==> config.mk <==
export PLATFORM = sky130hd
export DESIGN_NAME = motor_pwm_soft_ramp_top
export DESIGN_NICKNAME = d
export VERILOG_FILES = /design/src/mpsr_pkg.sv /design/src/mpsr_div.sv /design/src/motor_pwm_soft_ramp_top.sv
export SDC_FILE = /design/constraint.sdc
export NUM_CORES = 1
export LEC_CHECK = 0
export BUFFER_PORTS_ARGS = -buffer_cell sky130_fd_sc_hd__buf_2
export CAP_MARGIN = 15
export CELL_PAD_IN_SITES_DETAIL_PLACEMENT = 2
export CELL_PAD_IN_SITES_GLOBAL_PLACEMENT = 2
export CORE_AREA = 2 2 181 183
export DETAILED_ROUTE_END_ITERATION = 12
export DIE_AREA = 0 0 183 185
export MAX_ROUTING_LAYER = met4
export PLACE_DENSITY_LB_ADDON = 0.1
export SYNTH_ARGS = -nofsm -noshare
export SYNTH_HDL_FRONTEND = slang
export SYNTH_HIERARCHICAL = 1
export SYNTH_SLANG_ARGS = --single-unit
==> constraint.sdc <==
create_clock -name clk_i -period 6.3 [get_ports clk_i]
set_input_delay 1.26 -clock clk_i [delete_from_list [all_inputs] [get_ports clk_i]]
set_output_delay 1.26 -clock clk_i [all_outputs]
set_load 0.05 [all_outputs]
==> src/mpsr_pkg.sv <==
package mpsr_pkg;

  // request codes
  localparam logic [2:0] REQ_START = 3'd0;
  localparam logic [2:0] REQ_STOP  = 3'd1;
  localparam logic [2:0] REQ_TICK  = 3'd2;
  localparam logic [2:0] REQ_ESTOP = 3'd3;
  localparam logic [2:0] REQ_OFF   = 3'd4;

  // direction codes
  localparam logic [1:0] DIR_NONE     = 2'd0;
  localparam logic [1:0] DIR_CONTRACT = 2'd1;
  localparam logic [1:0] DIR_EXTEND   = 2'd2;
  localparam logic [1:0] DIR_INVALID  = 2'd3;

  // reported motor state codes
  localparam logic [1:0] MS_INACTIVE = 2'd0;
  localparam logic [1:0] MS_STARTING = 2'd1;
  localparam logic [1:0] MS_ACTIVE   = 2'd2;
  localparam logic [1:0] MS_STOPPING = 2'd3;

  localparam int unsigned DUTY_FULL     = 100;
  localparam int unsigned W_DEN_SCALE   = 1600;  // 16 * 100
  localparam int unsigned T_DEN_SCALE   = 64;
  localparam int unsigned FREQ_MAX      = 255;
  localparam logic [7:0]  FREQ_RST      = 8'd20;
  localparam int unsigned DEN_W         = $clog2(FREQ_MAX * W_DEN_SCALE + 1);

  typedef enum logic [3:0] {
    MODE_INACTIVE = 4'b0001,
    MODE_STARTING = 4'b0010,
    MODE_ACTIVE   = 4'b0100,
    MODE_STOPPING = 4'b1000
  } mode_e;

  typedef enum logic [2:0] {
    UOP_IDLE,
    UOP_DECODE,
    UOP_DIV,
    UOP_WIDTH,
    UOP_TLOAD,
    UOP_TPER,
    UOP_EMIT
  } uop_e;

  typedef enum logic [2:0] {
    C_NONE,
    C_NO_ACCEPT,
    C_NO_WIDTH,
    C_DIV_MORE,
    C_OUT_BLOCKED
  } cond_e;

  typedef logic [2:0] step_t;

  localparam step_t ST_WAIT   = 3'd0;
  localparam step_t ST_DECODE = 3'd1;
  localparam step_t ST_WDIV   = 3'd2;
  localparam step_t ST_WIDTH  = 3'd3;
  localparam step_t ST_TLOAD  = 3'd4;
  localparam step_t ST_TDIV   = 3'd5;
  localparam step_t ST_TPER   = 3'd6;
  localparam step_t ST_EMIT   = 3'd7;

  // taken cond jumps to target, otherwise step + 1 (wraps after ST_EMIT)
  typedef struct packed {
    logic  in_rdy;
    uop_e  op;
    cond_e cond;
    step_t target;
  } uc_t;

  typedef struct packed {
    logic load;
    logic step;
  } div_ctl_t;

  function automatic uc_t ucode(input step_t s);
    uc_t u;
    u = '{in_rdy: 1'b0, op: UOP_IDLE, cond: C_NONE, target: ST_WAIT};
    case (s)
      ST_WAIT:   u = '{in_rdy: 1'b1, op: UOP_IDLE,   cond: C_NO_ACCEPT,   target: ST_WAIT};
      ST_DECODE: u = '{in_rdy: 1'b0, op: UOP_DECODE, cond: C_NO_WIDTH,    target: ST_TLOAD};
      ST_WDIV:   u = '{in_rdy: 1'b0, op: UOP_DIV,    cond: C_DIV_MORE,    target: ST_WDIV};
      ST_WIDTH:  u = '{in_rdy: 1'b0, op: UOP_WIDTH,  cond: C_NONE,        target: ST_WAIT};
      ST_TLOAD:  u = '{in_rdy: 1'b0, op: UOP_TLOAD,  cond: C_NONE,        target: ST_WAIT};
      ST_TDIV:   u = '{in_rdy: 1'b0, op: UOP_DIV,    cond: C_DIV_MORE,    target: ST_TDIV};
      ST_TPER:   u = '{in_rdy: 1'b0, op: UOP_TPER,   cond: C_NONE,        target: ST_WAIT};
      ST_EMIT:   u = '{in_rdy: 1'b0, op: UOP_EMIT,   cond: C_OUT_BLOCKED, target: ST_EMIT};
      default:   u = '{in_rdy: 1'b0, op: UOP_IDLE,   cond: C_NONE,        target: ST_WAIT};
    endcase
    return u;
  endfunction

  function automatic logic [1:0] mode_code(input mode_e m);
    logic [1:0] c;
    case (m)
      MODE_INACTIVE: c = MS_INACTIVE;
      MODE_STARTING: c = MS_STARTING;
      MODE_ACTIVE:   c = MS_ACTIVE;
      MODE_STOPPING: c = MS_STOPPING;
      default:       c = MS_INACTIVE;
    endcase
    return c;
  endfunction

endpackage

==> src/mpsr_div.sv <==
module mpsr_div #(
  parameter int unsigned NUM_W = 23,
  parameter int unsigned DW    = 19
) (
  input  logic                       clk_i,
  input  logic                       rst_ni,
  input  mpsr_pkg::div_ctl_t         ctl_i,
  input  logic [NUM_W-1:0]           num_i,
  input  logic [DW-1:0]              den_i,
  output logic [NUM_W-1:0]           quo_o,
  output logic                       last_o
);
  import mpsr_pkg::*;

  localparam int unsigned CW = $clog2(NUM_W + 1);

  logic [DW-1:0]    rem_q, rem_d;
  logic [DW-1:0]    den_q;
  logic [NUM_W-1:0] num_q, num_d;
  logic [CW-1:0]    cnt_q;
  logic [DW+1:0]    diff;
  logic             ge;

  // restoring division, one quotient bit per step, quotient shifts into num_q
  always_comb begin
    diff  = {1'b0, rem_q, num_q[NUM_W-1]} - {2'b00, den_q};
    ge    = ~diff[DW+1];
    rem_d = ge ? diff[DW-1:0] : {rem_q[DW-2:0], num_q[NUM_W-1]};
    num_d = {num_q[NUM_W-2:0], ge};
  end

  always_ff @(posedge clk_i or negedge rst_ni) begin
    if (!rst_ni) begin
      cnt_q <= '0;
    end else if (ctl_i.load) begin
      cnt_q <= CW'(NUM_W);
    end else if (ctl_i.step) begin
      cnt_q <= cnt_q - CW'(1);
    end
  end

  always_ff @(posedge clk_i) begin
    if (ctl_i.load) begin
      rem_q <= '0;
      num_q <= num_i;
      den_q <= den_i;
    end else if (ctl_i.step) begin
      rem_q <= rem_d;
      num_q <= num_d;
    end
  end

  assign quo_o  = num_q;
  assign last_o = (cnt_q == CW'(1));

endmodule

==> src/motor_pwm_soft_ramp_top.sv <==
// Channel | Dir | Handshake                  | Beat
// --------+-----+----------------------------+-----------------------------------------
// in      | in  | in_valid_i / in_ready_o    | req_type, direction, target_duty
// out     | out | out_valid_o / out_ready_i  | pulse_width .. timer_period
// cfg     | in  | cfg_valid_i / cfg_ready_o  | cfg_pwm_freq_khz_i (always ready)
//
// Each item runs the bit-serial divider, one quotient bit per cycle over NW bits, NW
// being the numerator width (23 at the default clock): once for the duty width when
// it is recomputed, and once for the timer period.
// The next request is taken while a result still sits in the output register.
// A stalled output holds the sequencer in its emit step only.
// Reset is asynchronous, active low; the frequency register resets to 20.
module motor_pwm_soft_ramp_top #(
  parameter int unsigned CLOCK_KHZ    = 64000,
  parameter int unsigned MIN_FREQ_KHZ = 4,
  parameter int unsigned REST_DUTY    = 50
) (
  input  logic       clk_i,
  input  logic       rst_ni,
  input  logic       cfg_valid_i,
  output logic       cfg_ready_o,
  input  logic [7:0] cfg_pwm_freq_khz_i,
  input  logic       in_valid_i,
  output logic       in_ready_o,
  input  logic [2:0] req_type_i,
  input  logic [1:0] direction_i,
  input  logic [6:0] target_duty_i,
  output logic       out_valid_o,
  input  logic       out_ready_i,
  output logic [9:0] pulse_width_o,
  output logic       bridge_enable_o,
  output logic       outputs_shutdown_o,
  output logic       ramp_timer_run_o,
  output logic [1:0] motor_state_o,
  output logic       ramp_done_o,
  output logic [7:0] timer_period_o
);
  import mpsr_pkg::*;

  localparam int unsigned NUM_W = $clog2(DUTY_FULL * CLOCK_KHZ + 1);
  localparam logic [6:0]  REST7 = 7'(REST_DUTY);

  // sequencer
  step_t step_q, step_d;
  uc_t   uc;
  logic  take;

  // request and config
  logic [2:0] req_q;
  logic [1:0] dir_q;
  logic [6:0] tgt_q;
  logic [7:0] freq_q;
  logic [7:0] f_eff;

  // controller state
  mode_e      mode_q, mode_c;
  logic [1:0] adir_q, adir_c;
  logic [6:0] start_step_q, start_step_c;
  logic [6:0] stop_step_q, stop_step_c;
  logic [6:0] ramp_tgt_q, ramp_tgt_c;
  logic [9:0] cur_width_q;
  logic       shut_q, shut_c;
  logic       emerg_q, done_q;
  logic [7:0] tper_q;

  // decode results
  logic       upd_c, emerg_c, done_c;
  logic [6:0] duty_c, dval_c, ss_dec, sp_inc, tgt_clamp;
  logic [1:0] sdir_c;

  // divider
  div_ctl_t         dctl;
  logic [NUM_W-1:0] num_c, quo;
  logic [DEN_W-1:0] den_c;
  logic             div_last;
  logic [9:0]       estop_w;

  // output register
  logic       out_valid_q;
  logic [9:0] o_width_q;
  logic       o_bridge_q, o_shut_q, o_run_q, o_done_q;
  logic [1:0] o_state_q;
  logic [7:0] o_tper_q;

  assign uc          = ucode(step_q);
  assign in_ready_o  = uc.in_rdy;
  assign cfg_ready_o = 1'b1;

  always_comb begin
    case (uc.cond)
      C_NONE:        take = 1'b0;
      C_NO_ACCEPT:   take = ~in_valid_i;
      C_NO_WIDTH:    take = ~upd_c;
      C_DIV_MORE:    take = ~div_last;
      C_OUT_BLOCKED: take = out_valid_q & ~out_ready_i;
      default:       take = 1'b0;
    endcase
    step_d = take ? uc.target : step_q + 3'd1;
  end

  assign f_eff = (freq_q < 8'(MIN_FREQ_KHZ)) ? 8'(MIN_FREQ_KHZ) : freq_q;

  // state update for one request
  always_comb begin
    mode_c       = mode_q;
    adir_c       = adir_q;
    start_step_c = start_step_q;
    stop_step_c  = stop_step_q;
    ramp_tgt_c   = ramp_tgt_q;
    shut_c       = shut_q;
    upd_c        = 1'b0;
    emerg_c      = 1'b0;
    done_c       = 1'b0;
    duty_c       = REST7;
    sdir_c       = adir_q;
    ss_dec       = start_step_q - 7'd1;
    sp_inc       = stop_step_q + 7'd1;
    if (tgt_q < 7'd1) begin
      tgt_clamp = 7'd1;
    end else if (tgt_q > REST7) begin
      tgt_clamp = REST7;
    end else begin
      tgt_clamp = tgt_q;
    end
    case (req_q)
      REQ_START: begin
        if (mode_q == MODE_INACTIVE) begin
          ramp_tgt_c   = tgt_clamp;
          adir_c       = dir_q;
          mode_c       = MODE_STARTING;
          start_step_c = REST7;
          duty_c       = REST7;
          sdir_c       = dir_q;
          upd_c        = 1'b1;
          shut_c       = 1'b0;
        end
      end
      REQ_STOP: begin
        if (mode_q == MODE_ACTIVE) begin
          mode_c = MODE_STOPPING;
        end
      end
      REQ_TICK: begin
        if (mode_q == MODE_STARTING) begin
          start_step_c = ss_dec;
          duty_c       = ss_dec;
          upd_c        = 1'b1;
          if (ss_dec < ramp_tgt_q) begin
            stop_step_c = ramp_tgt_q;
            mode_c      = MODE_ACTIVE;
            done_c      = 1'b1;
          end
        end else if (mode_q == MODE_STOPPING) begin
          duty_c      = stop_step_q;
          upd_c       = 1'b1;
          stop_step_c = sp_inc;
          if (sp_inc > REST7) begin
            shut_c = 1'b1;
            mode_c = MODE_INACTIVE;
            adir_c = DIR_NONE;
            done_c = 1'b1;
          end
        end
      end
      REQ_ESTOP: begin
        emerg_c = 1'b1;
        upd_c   = 1'b1;
        shut_c  = 1'b1;
        mode_c  = MODE_INACTIVE;
        adir_c  = DIR_NONE;
      end
      REQ_OFF: begin
        if (mode_q != MODE_INACTIVE) begin
          shut_c = 1'b1;
          mode_c = MODE_INACTIVE;
          adir_c = DIR_NONE;
        end
      end
      default: ;
    endcase
    // an invalid direction leaves the width alone, except on an emergency stop
    if (!emerg_c && sdir_c == DIR_INVALID) begin
      upd_c = 1'b0;
    end
    if (sdir_c == DIR_EXTEND) begin
      dval_c = (duty_c <= 7'(DUTY_FULL)) ? 7'(DUTY_FULL) - duty_c : 7'd0;
    end else begin
      dval_c = duty_c;
    end
  end

  always_comb begin
    dctl.load = (uc.op == UOP_DECODE) || (uc.op == UOP_TLOAD);
    dctl.step = (uc.op == UOP_DIV);
    if (uc.op == UOP_TLOAD) begin
      num_c = NUM_W'(CLOCK_KHZ);
      den_c = DEN_W'(f_eff) * DEN_W'(T_DEN_SCALE);
    end else begin
      num_c = emerg_c ? NUM_W'(CLOCK_KHZ) : NUM_W'(dval_c) * NUM_W'(CLOCK_KHZ);
      den_c = DEN_W'(f_eff) * DEN_W'(W_DEN_SCALE);
    end
  end

  mpsr_div #(
    .NUM_W (NUM_W),
    .DW    (DEN_W)
  ) u_div (
    .clk_i  (clk_i),
    .rst_ni (rst_ni),
    .ctl_i  (dctl),
    .num_i  (num_c),
    .den_i  (den_c),
    .quo_o  (quo),
    .last_o (div_last)
  );

  // only the low bits of the product are kept
  assign estop_w = quo[9:0] * 10'(REST_DUTY);

  always_ff @(posedge clk_i or negedge rst_ni) begin
    if (!rst_ni) begin
      step_q       <= ST_WAIT;
      freq_q       <= FREQ_RST;
      mode_q       <= MODE_INACTIVE;
      adir_q       <= DIR_NONE;
      start_step_q <= '0;
      stop_step_q  <= '0;
      ramp_tgt_q   <= '0;
      cur_width_q  <= '0;
      shut_q       <= 1'b1;
      emerg_q      <= 1'b0;
      done_q       <= 1'b0;
      out_valid_q  <= 1'b0;
    end else begin
      step_q <= step_d;
      if (cfg_valid_i) begin
        freq_q <= cfg_pwm_freq_khz_i;
      end
      if (uc.op == UOP_DECODE) begin
        mode_q       <= mode_c;
        adir_q       <= adir_c;
        start_step_q <= start_step_c;
        stop_step_q  <= stop_step_c;
        ramp_tgt_q   <= ramp_tgt_c;
        shut_q       <= shut_c;
        emerg_q      <= emerg_c;
        done_q       <= done_c;
      end
      if (uc.op == UOP_WIDTH) begin
        cur_width_q <= emerg_q ? estop_w : quo[9:0];
      end
      if (uc.op == UOP_EMIT && !take) begin
        out_valid_q <= 1'b1;
      end else if (out_ready_i) begin
        out_valid_q <= 1'b0;
      end
    end
  end

  always_ff @(posedge clk_i) begin
    if (in_valid_i && uc.in_rdy) begin
      req_q <= req_type_i;
      dir_q <= direction_i;
      tgt_q <= target_duty_i;
    end
    if (uc.op == UOP_TPER) begin
      tper_q <= quo[7:0] - 8'd1;
    end
    if (uc.op == UOP_EMIT && !take) begin
      o_width_q  <= cur_width_q;
      o_bridge_q <= (mode_q != MODE_INACTIVE);
      o_shut_q   <= shut_q;
      o_run_q    <= (mode_q == MODE_STARTING) || (mode_q == MODE_STOPPING);
      o_state_q  <= mode_code(mode_q);
      o_done_q   <= done_q;
      o_tper_q   <= tper_q;
    end
  end

  assign out_valid_o        = out_valid_q;
  assign pulse_width_o      = o_width_q;
  assign bridge_enable_o    = o_bridge_q;
  assign outputs_shutdown_o = o_shut_q;
  assign ramp_timer_run_o   = o_run_q;
  assign motor_state_o      = o_state_q;
  assign ramp_done_o        = o_done_q;
  assign timer_period_o     = o_tper_q;

endmodule

# == After elaboration in Yosys (flattened, before gate mapping) ==
# Memories as Yosys holds them, arrays and structs flattened.
# Cells that the tools add are included.
# word_totals
output_inout_bits,27
in_bits,25
reg_bits,162
mem_bits_ro,80
mem_count,1
wordCells,164
# op_classes
order_cmp,6
n_addsub,7
reduce_logical,20
n_mul,3
n_mux,60
n_eq_ne,33
bitwise,6
# memory_table
name,depth,word_bits,read_ports,rd_clocked_by_memory_dff,wr,line_no,rtl
(no name shown),8,10,1,0,0,mpsr_pkg.sv:81,case (s)
# op_table
cell,n
$mux W23,4
$mux W7,12
$mux W4,7
$sub A20 B19 Y21,1
$pmux W4 S5,1
$mux W19,1
$eq A3 B2 Y1 const B,6
$mux W1,17
$ne A2 B2 Y1 const B,8
$eq A3 B3 Y1 const B,5
$gt A7 B6 Y1 const B,2
$mul A7 B7 Y14 const B,1
$mux W14,1
$pmux W7 S2,1
$mul A8 B5 Y13 const B,1
$mux W2,6
$mul A10 B5 Y9 const B,1
$mux W10,1
$mux W5,2
$eq A3 B1 Y1 const B,3
$ne A3 B3 Y1 const B,3
$lt A8 B3 Y1 const B,1
$mux W8,1
$pmux W1 S4,2
34 further kinds,47

# == Logic depth before layout (Yosys ltp) ==
# Gate-level depths: netlist of run 1.
# depth
depth_word,11
mapped_depth,23
mapped_depth_nobuf,23

# == By module ==
# Netlist of run 1, hierarchy kept.
# by_module_without_submodules
mod,seq_area_each_um2,area_per_inst_um2,cells_per_inst,instances
motor_pwm_soft_ramp_top,2627.5,7741.2,792,1
mpsr_div,1766.7,3925.0,383,1

# == Worst setup path before layout of run 1 ==
# No wires, ideal clock.
# synth_timing
path_type,reg-to-reg
start,register req_q[1]
end,"register u_div.num_q[20], in the netlist u_div/quo_o[20], data pin"
setup_time_ps,260
setup_slack_ps,-311
stages_incl_launch_ff,22
arrival_time_ps,6352
period_less_slack_ps,6611
path_buffers,2
required_ps,6040
cell_sequence,edfxtp_1 > clkbuf_1 > nor3b_1 > clkbuf_1 > nand3_1 > ha_1 > nor3_1 > o41ai_1 > a221oi_1 > ha_1 > fa_1 > inv_1 > fa_1 > fa_1 > inv_1 > ha_1 > a21oi_1 > o21bai_1 > a2111oi_0 > or3_1 > a21oi_1 > mux2_2
# synth_between
elab_chain_cells,9
word_cells_on_any_way,15
cone_classes,add/sub: 1; mul: 1; order compare: 1; eq/ne: 3; mux: 8; reduce/logical: 1
# synth_lines
element,line_no,rtl
"start, declared",motor_pwm_soft_ramp_top.sv:49,logic [2:0] req_q;
"start signal, assigned",motor_pwm_soft_ramp_top.sv:262,req_q <= req_type_i;
$eq A3 B2 Y1,motor_pwm_soft_ramp_top.sv:125,case (req_q)
$mux W7,n/a,
$sub A7 B7 Y7 / $le A7 B7 Y1 (equally long branches),motor_pwm_soft_ramp_top.sv:186,dval_c = (duty_c <= 7'(DUTY_FULL)) ? 7'(DUTY_FULL) - duty_c : 7'd0;
$mux W7,motor_pwm_soft_ramp_top.sv:186,
$mux W7,motor_pwm_soft_ramp_top.sv:185,if (sdir_c == DIR_EXTEND) begin
$mul A7 B7 Y14,motor_pwm_soft_ramp_top.sv:199,num_c = emerg_c ? NUM_W'(CLOCK_KHZ) : NUM_W'(dval_c) * NUM_W'(CLOCK_KHZ);
$mux W23 (*),motor_pwm_soft_ramp_top.sv:199,
$mux W23 (*),motor_pwm_soft_ramp_top.sv:195,if (uc.op == UOP_TLOAD) begin
via num_c[20],motor_pwm_soft_ramp_top.sv:73,"logic [NUM_W-1:0] num_c, quo;"
$mux W23 (*),mpsr_div.sv:43,if (ctl_i.load) begin
"end signal, assigned",mpsr_div.sv:45,num_q <= num_i;
"end signal, assigned",mpsr_div.sv:49,num_q <= num_d;
"end, declared",mpsr_div.sv:19,"logic [NUM_W-1:0] num_q, num_d;"
# Mark *: on every way through the listed nets, which the timed path passes. The rest lies on a longest branch.
# A chain may end at the register's enable or synchronous reset.

# == Final worst setup path of run 1 ==
# layout_timing
start,register mode_q[1]
end,"register u_div.num_q[21], in the netlist u_div/quo_o[21], data pin"
# layout_between
elab_chain_cells,11
word_cells_on_any_way,17
cone_classes,add/sub: 1; mul: 1; order compare: 1; eq/ne: 4; mux: 10
# layout_lines
element,line_no,rtl
"start, declared",motor_pwm_soft_ramp_top.sv:56,"mode_e mode_q, mode_c;"
"start signal, assigned",motor_pwm_soft_ramp_top.sv:240,mode_q <= mode_c;
$eq A4 B4 Y1,motor_pwm_soft_ramp_top.sv:153,end else if (mode_q == MODE_STOPPING) begin
$mux W7,motor_pwm_soft_ramp_top.sv:153,
$mux W7,motor_pwm_soft_ramp_top.sv:144,if (mode_q == MODE_STARTING) begin
$mux W7,n/a,
$sub A7 B7 Y7 / $le A7 B7 Y1 (equally long branches),motor_pwm_soft_ramp_top.sv:186,
$mux W7,motor_pwm_soft_ramp_top.sv:186,
$mux W7 (*),motor_pwm_soft_ramp_top.sv:185,
$mul A7 B7 Y14 (*),motor_pwm_soft_ramp_top.sv:199,
$mux W23 (*),motor_pwm_soft_ramp_top.sv:199,
$mux W23 (*),motor_pwm_soft_ramp_top.sv:195,
via num_c[21],motor_pwm_soft_ramp_top.sv:73,
$mux W23 (*),mpsr_div.sv:43,
# Marks and branches as above.

==> impl_metrics.yaml, run 1 <==
status:
  outcome: "finished, final reports clean"
placement:
  routabilityCongestion: 0.807
  dp_slack_ns: -0.140
  io_buffers: 50
  hpwl_um: 25900
  placedCellCount: 1645
setup_path:
  cp.depth: 17
  path_cells: "buf_4 -> or4b_1 -> o22a_1 -> buf_4 -> or3_1 -> o211ai_1 -> nand3_2 -> fa_1 -> fa_1 -> fa_1 -> ha_1 -> ha_2 -> a211o_1 -> o31ai_2 -> or3_1 -> a21oi_1 -> mux2_2"
  critPathKind: "reg2reg"
  reg2reg_depth: 17
  timing.critical_path.mode_cell: "fa_1"
  cp-end-kind: "register"
  cp_data_arrival_time_ns: 6.25
  cp_slowest_stage_delay_ns: 0.63
  crit_fanout: 14
  path_delay_family: "adder cells"
  cp_num_buf_inv: 2
  cp.required_ns: 6.50
  startpoint_type: "register"
  slowest_stage: "fa_1"
finish:
  post_route_cells_drive_above_1_share_pct: 17.5
  nFillCells: 3503
  synthToLayoutAreaGrowth_pct: 15.6
  utilization_pct: 42.1
  final_cells: 1680
  multi_input_area_um2: 6930
  finalNetCount: 1427
  regArea_um2: 4390
yosys:
  synth.yosys.seq_area_share_pct: 37.7
  synth_enable_flop_cells: 86
  synth_top_family_by_area: "compound AO/OA/AOI/OAI gates"
  synth_area_per_cell_um2: 9.93
  synth_common_cells: "ha_1 (119), inv_1 (99), nand2_1 (93)"
  ys_warn_count: 6
  ys_ff_latch: 162
  synth-compound-area-share_pct: 17.6
  ys_types: 94
  yosys.area.top_type_share_pct: 22.1
  yosysTopAreaCell: "edfxtp_1"
  synth.area.top_cells: "edfxtp_1 (22%), ha_1 (13%), dfrtp_1 (11%)"
  synth_xor_area_share_pct: 3.30
  syn-instance-count: 1175
  yosys.area_share.simple_pct: 14.2
  synth.most_common_cell: "ha_1"
  synthAdderAreaFrac_pct: 17.1
  muxShareOfSynthArea_pct: 4.77
  synthFlopType: "edfxtp_1"
  syn_area_um2: 11700
  synthArstFlopShare_pct: 35.2
die:
  die_area_um2: 33900
  start_util_pct: 36.4
  die_w_um: 183
  core_region_area_um2: 32000
  die_y_um: 185
  rows: 66
  num_io_pins: 52
clocking:
  cts_buffer_depth: 2
  path_clk_slew_ns: 0.06
  cts_buffers: 17
  clock_sinks: 162
  clk_latency_ns: 0.46
  htree_levels: 4
  cts_tree: "yes"
  cts_root_buf: "clkbuf_16"
power:
  vdd_ir_drop_max_mv: 0.417
  p_sw_mw: 3.74
  cellPowerDensity_nw_per_um2: 596
  p_comb_share_pct: 62.0
  switching_share_pct: 46.5
  clockPowerShare_pct: 14.3
  power_mw: 8.04
  cellLeakagePower_nw: 5.74
  p_int_mw: 4.30
  seq_power_share_pct: 23.7
timing:
  fin_crit_ns: 6.05
  fin_crit_sh_pct: 96.1
  worstMarginPinSlew_ns: 1.04
  setup_viol: 0
  skew_ns: 0.0151
  slew_violations: 0
  report.final.hold_viol_count: 0
  grt_setup_unrepaired: "no"
  layout_setup_ws_ns: 0.248
  fin_setup_tns_ns: 0
  relSlewSlack_pct: 30.8
  fmax_ghz: 0.165
drt:
  wl_per_cell_um: 20.5
  drt-vias-per-instance: 5.52
  firstDrtPassIters: 4
  routed_wl_um: 34500
  drt-initial-drc-count: 498
  drc: 0
  vias: 9278
  ant_nets: 0
global_routing:
  grt_start_max_net_pins: 67
  grt-ovfl-total: 0
  grt_pass1_wl_um: 56300
  antenna_found_initial: 1
  grt_pass1_vias: 10039
  grt_usage_pct: 21.9
run:
  drv_cap: 0
min_path:
  min_path_cells: 0
  hp-class: "reg2reg"
==> through the flow <==
stage / hold slack (ns) / cell area (µm²)
detailed placement: 0.405 / 12700
finish: 0.426 / 13500
CTS: 0.428 / 13300
floorplan: 0.400 / 11700
global route: 0.440 / 13500
global placement: 0.412 / 12700
==> layout make-up <==
type / instances / area share, %
Antenna cell: 1 / 0.0186
Timing Repair Buffer: 104 / 4.86
Inverter: 99 / 2.75
Sequential cell: 162 / 32.6
Clock buffer: 18 / 3.26
Multi-Input combinational cell: 874 / 51.3
Tap cell: 408 / 3.78
Clock inverter: 14 / 1.41
==> routing by layer <==
layer | GRT usage [%] | share of wire (%) | vias to the layer above
li1 | - | - | 4427
met1 | 29.1 | 48 | 4734
met2 | 35.1 | 48 | 88
met3 | 3.07 | 2.3 | 29
met4 | 5.89 | 1.5 | 0
met5 | - | 0 | -
==> power groups by stage <==
stage                     logic [mW]  clock network [mW]  registers, mW
after floorplan                 3.36                   0           1.89
after global placement          4.53                   0           1.91
after detailed placement        4.69                   0           1.93
after CTS                       4.79                1.18           1.91
after global routing            5.64                1.23           1.95
final                           4.99                1.15           1.90
==> placed cells by master (no fill, tap or decap), drive strengths merged, types with 7 or more instances in the layout <==
cell    netlist  routed
inv          99     107
o211ai       16      16
xor2         16      16
xnor2        28      28
nor4b         8       8
o22ai         8       8
nand2        93      93
a311oi       15      15
and3         10      10
fa           25      25
mux2i        18      18
o31ai        11      11
nand3        32      32
nor2         72      72
conb          2      16
o22a          7       7
a211oi       10      10
nand2b       20      20
a21o         22      22
clkbuf       33      18
edfxtp       86      86
nor3         22      22
or3          12      12
ha          119     119
mux2         32      32
o21ai        77      77
dfxtp        19      19
a21oi        56      56
dfrtp        53      53
or2           7       7
buf          21     104
a31oi         9       9
and2         10      10
a221oi        7       7
==> state kept, by name (all words and copies together) (netlist names), 4 cells and up <==
register and flops:
u_div/quo_o 23, tgt_q 7, timer_period_o 8, freq_q 8, u_div/rem_q 19, u_div/den_q 19
stop_step_q 7, ramp_tgt_q 7, u_div/cnt_q 5, cur_width_q 10, start_step_q 7, mode_q 4
tper_q 8, pulse_width_o 10
==> logic make-up after synthesis <==
kind of cell,Yosys count
AO/OA/AOI/OAI,297
XOR/XNOR,44
adder cells (fa/ha/maj),144
buffers and inverters,153
flip-flops,162
multiplexers,50
other,2
AND/OR/NAND/NOR,323
==> final timing paths <==
path | start | to | slack, ns
max | mode_q[1] | u_div/quo_o[21] | 0.25
min | tper_q[0] | timer_period_o[0] | 0.43
max reg2reg | mode_q[1] | u_div/quo_o[21] | 0.25
min reg2reg | tper_q[0] | timer_period_o[0] | 0.43
max in group asynchronous | rst_ni | freq_q[7] | 4.74
min in group asynchronous | rst_ni | start_step_q[2] | 0.97
==> what timing repair did <==
action / 4_1_cts / 5_1_grt
setup buffers: 0 / 2
hold buffers: 0 / 0
pin swaps: 0 / 6
gates resized for setup: 5 / 30
endpoints found under the setup margin: 4 / 5
Power figures use the tool's default switching activity.
==> inputs of run 2 (changes only) <==
- CORE_AREA: 2 2 181 183 -> 2 2 172 174
- DIE_AREA: 0 0 183 185 -> 0 0 174 176
- clock period: 6.3 -> 5.64 ns (I/O delays scaled with it)
==> run 2 against run 1 <==
  * The flow now finishes with violations (setup timing)
  * Maximum frequency shrank 1.7%
  * Flip-flop and latch count is the same
  * Critical path type unchanged
  * Critical path depth grew 5
  * Total power increased by 33%
  * Critical endpoint is now u_div/quo_o[22]
  * Largest cell class unchanged
  * Register-to-register slack got worse by 0.76 ns
==> impl_metrics.yaml, run 2 (synthesis results as in run 1) <==
status:
  outcome: "finished with violations"
  violations: "setup timing"
setup_path:
  r2r_setup_slack_ns: -0.51
  crit_fanout: 6
  cp.depth: 22
  slowest_stage: "fa_1"
  path_cells: "or4b_4 -> or4_4 -> buf_6 -> mux2_4 -> nor2_4 -> mux2i_2 -> o21ai_2 -> buf_6 -> fa_1 -> inv_1 -> fa_1 -> inv_1 -> fa_1 -> ha_4 -> ha_4 -> inv_2 -> o21bai_4 -> buf_4 -> a21oi_4 -> a211oi_2 -> mux2i_1 -> mux2_2"
  critPathKind: "reg2reg"
  cp.required_ns: 5.86
  timing.critical_path.mode_cell: "fa_1"
  cp-startpoint: "mode_q[0]"
  rr_endpoint: "u_div/quo_o[22]"
  critPathCapture: "u_div/quo_o[22]"
  cp_data_arrival_time_ns: 6.37
  cp_num_buf_inv: 6
  path_delay_family: "adder cells"
  startpoint_type: "register"
  cp-end-kind: "register"
  cp_slowest_stage_delay_ns: 0.59
  rr_startpoint: "mode_q[0]"
  reg2reg_depth: 22
die:
  num_io_pins: 52
  die_y_um: 176
  core_region_area_um2: 28500
  die_w_um: 174
  start_util_pct: 40.9
  die_area_um2: 30600
  rows: 62
timing:
  grt_setup_unrepaired: "yes"
  fin_setup_tns_ns: -3.08
  worstMarginPinSlew_ns: 1.10
  setup_viol: 8
  slew_violations: 0
  fmax_ghz: 0.163
  relSlewSlack_pct: 26.8
  report.final.hold_viol_count: 0
  layout_setup_ws_ns: -0.514
  skew_ns: 0.0151
  fin_crit_sh_pct: 109
  fin_crit_ns: 6.15
clocking:
  cts_buffers: 17
  cts_tree: "yes"
  path_clk_slew_ns: 0.08
  htree_levels: 4
  clk_latency_ns: 0.46
  cts-hold-fix-buffers: 0
  clock_sinks: 162
  cts_root_buf: "clkbuf_16"
  cts_buffer_depth: 2
finish:
  post_route_cells_drive_above_1_share_pct: 25.5
  finalNetCount: 1503
  nFillCells: 2970
  final_common_cell: "buf_4"
  final_cell_mix: "buf_4 (122), ha_1 (107), inv_1 (93)"
  synthToLayoutAreaGrowth_pct: 23.8
  design_area_um2: 14400
  largest_reg_flops: 23
  antenna_cells: 0
placement:
  place_area_um2: 13200
  io_buffers: 50
  routabilityCongestion: 0.804
  hpwl_um: 27700
global_routing:
  grt_start_max_net_pins: 50
  antenna_found_initial: 0
  grt_pass1_wl_um: 64600
  grt_pass1_vias: 11104
  grt_usage_pct: 28.2
  grt-ovfl-total: 0
power:
  vdd_ir_drop_max_mv: 0.766
  cellLeakagePower_nw: 6.18
  cellPowerDensity_nw_per_um2: 743
drt:
  ant_nets: 0
  routed_wl_um: 42300
  drc: 0
  drt-vias-per-instance: 5.77
  firstDrtPassIters: 5
  vias: 9996
  wl_per_cell_um: 24.4
  drt-initial-drc-count: 462
run:
  drv_cap: 0
min_path:
  hp-class: "reg2reg"
-- run 2: changes by cell type in the layout (fill, tap and decap cells not counted), moves of 5 or more --
cell     delta
buf_6       +8
mux2_2      -5
a21oi_1     -8
buf_4      +68
a21oi_4     +6
mux2_4      +5
ha_4       +10
ha_1        -9
-- run 2: what timing repair did --
item,CTS,global route
pin swaps,27,34
setup endpoints to repair,8,9
buffers inserted,8,10
gates resized for setup,39,54
endpoints found under the hold margin,0,0
-- run 2: per-layer routing --
| metal | global-route usage, % | up-vias | share of wire, % |
|---|---|---|---|
| met5 | - | - | 0 |
| met1 | 34.2 | 5144 | 44 |
| li1 | - | 4581 | - |
| met3 | 4.16 | 81 | 2.4 |
| met2 | 48.5 | 190 | 51 |
| met4 | 8.93 | 0 | 3.3 |
-- run 2: area by class of cell --
class | instances | area, µm² | share of cell area (%)
clock buffers | 18 | 429 | 2.97
clock inverters | 14 | 190 | 1.32
inverters | 99 | 374 | 2.59
multi-input cells | 874 | 7320 | 50.7
flip-flops and latches | 162 | 4390 | 30.4
well taps | 384 | 480 | 3.33
repair buffers | 180 | 1260 | 8.70
-- run 2: worst min-delay path by stage --
stage / endpoint / slack [ns] / start / cells past startpoint
finish: timer_period_o[3] / 0.43 / tper_q[3] / 0
global placement: timer_period_o[4] / 0.41 / tper_q[4] / 0
global route: timer_period_o[3] / 0.43 / tper_q[3] / 0
detailed placement: timer_period_o[1] / 0.41 / tper_q[1] / 0
CTS: timer_period_o[3] / 0.43 / tper_q[3] / 0
floorplan: timer_period_o[0] / 0.40 / tper_q[0] / 0
-- run 2: power by group --
| part | switching, mW | internal, mW |
|---|---|---|
| logic | 4.16 | 3.11 |
| registers | 0.339 | 1.83 |
| clock network | 0.575 | 0.713 |
-- run 2: metrics by stage --
step                total power [mW]  instances  worst slack [ns]  util, %  hold slack, ns
finish                          10.7       1731            -0.514     50.6           0.427
global route                    11.4       1731            -0.637     50.6           0.433
CTS                             10.0       1723            -0.439     49.3           0.432
detailed placement              7.91       1683            -0.578     46.2           0.408
global placement                7.57       1683            -0.352     46.2           0.406
floorplan                       6.00       1189            -0.226        -           0.400
==> inputs of run 3 (changes only) <==
- CORE_AREA: 2 2 172 174 -> 2 2 242 125
- DIE_AREA: 0 0 174 176 -> 0 0 244 127
- RECOVER_POWER: default -> 100
==> run 3 against run 2 <==
  * The run still ends with setup timing left
  * Sequential power hardly changed
  * Clock power is 3% lower
  * First-iteration DRC count is 33% higher
  * Utilization is 0.71 points lower
  * Critical path type unchanged
==> impl_metrics.yaml, run 3 (synthesis results as in run 1) <==
status:
  outcome: "finished with violations"
  violations: "setup timing"
power:
  cellPowerDensity_nw_per_um2: 744
  power_mw: 10.6
  cellLeakagePower_nw: 6.08
  vdd_ir_drop_max_mv: 0.350
setup_path:
  startpoint_type: "register"
  cp_data_arrival_time_ns: 6.61
  path_cells: "or4b_4 -> or4_4 -> buf_6 -> mux2_4 -> nor2_4 -> mux2i_2 -> o21ai_4 -> buf_6 -> ha_4 -> fa_1 -> inv_2 -> fa_2 -> fa_1 -> inv_2 -> ha_4 -> inv_2 -> o21bai_4 -> a2111oi_4 -> or4_1 -> a21oi_1 -> mux2_2"
  cp_slowest_stage_delay_ns: 0.55
  slowest_stage: "dfstp_2"
  crit_fanout: 5
  path_delay_family: "adder cells"
  cp_num_buf_inv: 5
  cp-end-kind: "register"
  critPathKind: "reg2reg"
  cp.required_ns: 5.97
  timing.critical_path.mode_cell: "inv_2"
die:
  die_y_um: 127
  core_region_area_um2: 28700
  start_util_pct: 40.7
  die_w_um: 244
  rows: 44
  die_area_um2: 31000
  num_io_pins: 52
drt:
  drt-initial-drc-count: 613
  highest_layer: "met4"
  ant_nets: 0
  wl_per_cell_um: 26.4
  drc: 0
  firstDrtPassIters: 5
  drt-vias-per-instance: 5.85
  routed_wl_um: 45700
  vias: 10120
  wl_met2_um: 24300
  met3_length_um: 1340
  drt-met1-wl_um: 19100
global_routing:
  grt_pass1_vias: 11107
  antenna_found_initial: 0
  grt-ovfl-total: 0
  grt_start_max_net_pins: 58
  grt_usage_pct: 27.4
  grt_pass1_wl_um: 63700
finish:
  final_cell_mix: "buf_4 (113), ha_1 (105), nand2_1 (91)"
  largest_reg_flops: 23
  antenna_cells: 0
  regArea_um2: 4390
  final_common_cell: "buf_4"
  multi_input_area_um2: 7250
  synthToLayoutAreaGrowth_pct: 22.6
  post_route_cells_drive_above_1_share_pct: 25.2
  nFillCells: 2940
  finalNetCount: 1495
  utilization_pct: 49.9
timing:
  layout_setup_ws_ns: -0.642
  relSlewSlack_pct: 26.5
  report.final.hold_viol_count: 0
  fin_crit_ns: 6.28
  timing.hold.ws_ns: 0.421
  worstMarginPinSlew_ns: 1.10
  fmax_ghz: 0.159
  setup_viol: 8
  slew_violations: 0
  fin_setup_tns_ns: -4.22
  grt_setup_unrepaired: "yes"
  skew_ns: 0.0154
  fin_crit_sh_pct: 111
clocking:
  cts_root_buf: "clkbuf_16"
  htree_levels: 4
  cts_buffer_depth: 2
  path_clk_slew_ns: 0.07
  cts_buffers: 17
  clk_latency_ns: 0.47
  cts-hold-fix-buffers: 0
  cts_tree: "yes"
  clock_sinks: 162
placement:
  hpwl_um: 27700
  dp_slack_ns: -0.675
  routabilityCongestion: 0.868
  io_buffers: 50
min_path:
  hp-class: "reg2reg"
run:
  drv_cap: 0
## run 3: cell types whose count changed in the layout (fill, tap and decap cells not counted), sizes merged
cell / previous run / this run
buf: 180 / 170
bufinv: 3 / 2
clkbuf: 18 / 21
clkinv: 2 / 4
clkinvlp: 1 / 5
inv: 107 / 101
## run 3: worst reg2reg max path, cell delays in order (launching register included)
cell,delay [ns]
dfstp_2,0.55
or4b_4,0.48
or4_4,0.55
buf_6,0.15
mux2_4,0.35
nor2_4,0.10
mux2i_2,0.10
o21ai_4,0.26
buf_6,0.16
ha_4,0.20
fa_1,0.54
inv_2,0.06
fa_2,0.46
fa_1,0.52
inv_2,0.05
ha_4,0.30
inv_2,0.07
o21bai_4,0.24
a2111oi_4,0.12
or4_1,0.50
a21oi_1,0.19
mux2_2,0.19
## run 3: cell type report
class | count | share of cell area (%)
Clock buffer | 19 | 3.10
Clock inverter | 13 | 1.09
Inverter | 99 | 2.61
Multi-Input combinational cell | 874 | 50.7
Sequential cell | 162 | 30.7
Tap cell | 391 | 3.42
Timing Repair Buffer | 172 | 8.37
## run 3: through the flow
stage	instance area, µm²	cells
after detailed placement	13100	1677
after CTS	14000	1718
final	14300	1730
after floorplan	11800	1189
after global routing	14300	1730
after global placement	13100	1677
## run 3: path summary, 6_finish.rpt
path                       startpoint                end  slack (ns)  cells past startpoint
setup / recovery            mode_q[0]    u_div/quo_o[19]       -0.64                     21
hold / removal              tper_q[4]  timer_period_o[4]        0.42                      0
setup reg to reg            mode_q[0]    u_div/quo_o[19]       -0.64                     21
hold reg to reg             tper_q[4]  timer_period_o[4]        0.42                      0
max in group asynchronous      rst_ni     cur_width_q[5]        4.17                      2
min in group asynchronous      rst_ni          mode_q[3]        0.87                      2
## run 3: power by group
| group | total (mW) | internal, mW | switching [mW] |
|---|---|---|---|
| Clock | 1.25 | 0.673 | 0.576 |
| Combinational | 7.23 | 2.95 | 4.28 |
| Sequential | 2.17 | 1.83 | 0.342 |
| Total | 10.6 | 5.45 | 5.19 |
## run 3: routing by layer
layer	vias up	global-route usage, %
li1	4555	-
met1	5289	31.5
met2	211	49.2
met3	65	4.16
met4	0	8.79
met5	-	-
## run 3: repair_timing
item,CTS,global route
buffers inserted,9,12
pin swaps,17,40
gates resized for setup,36,55
endpoints found under the setup margin,8,9
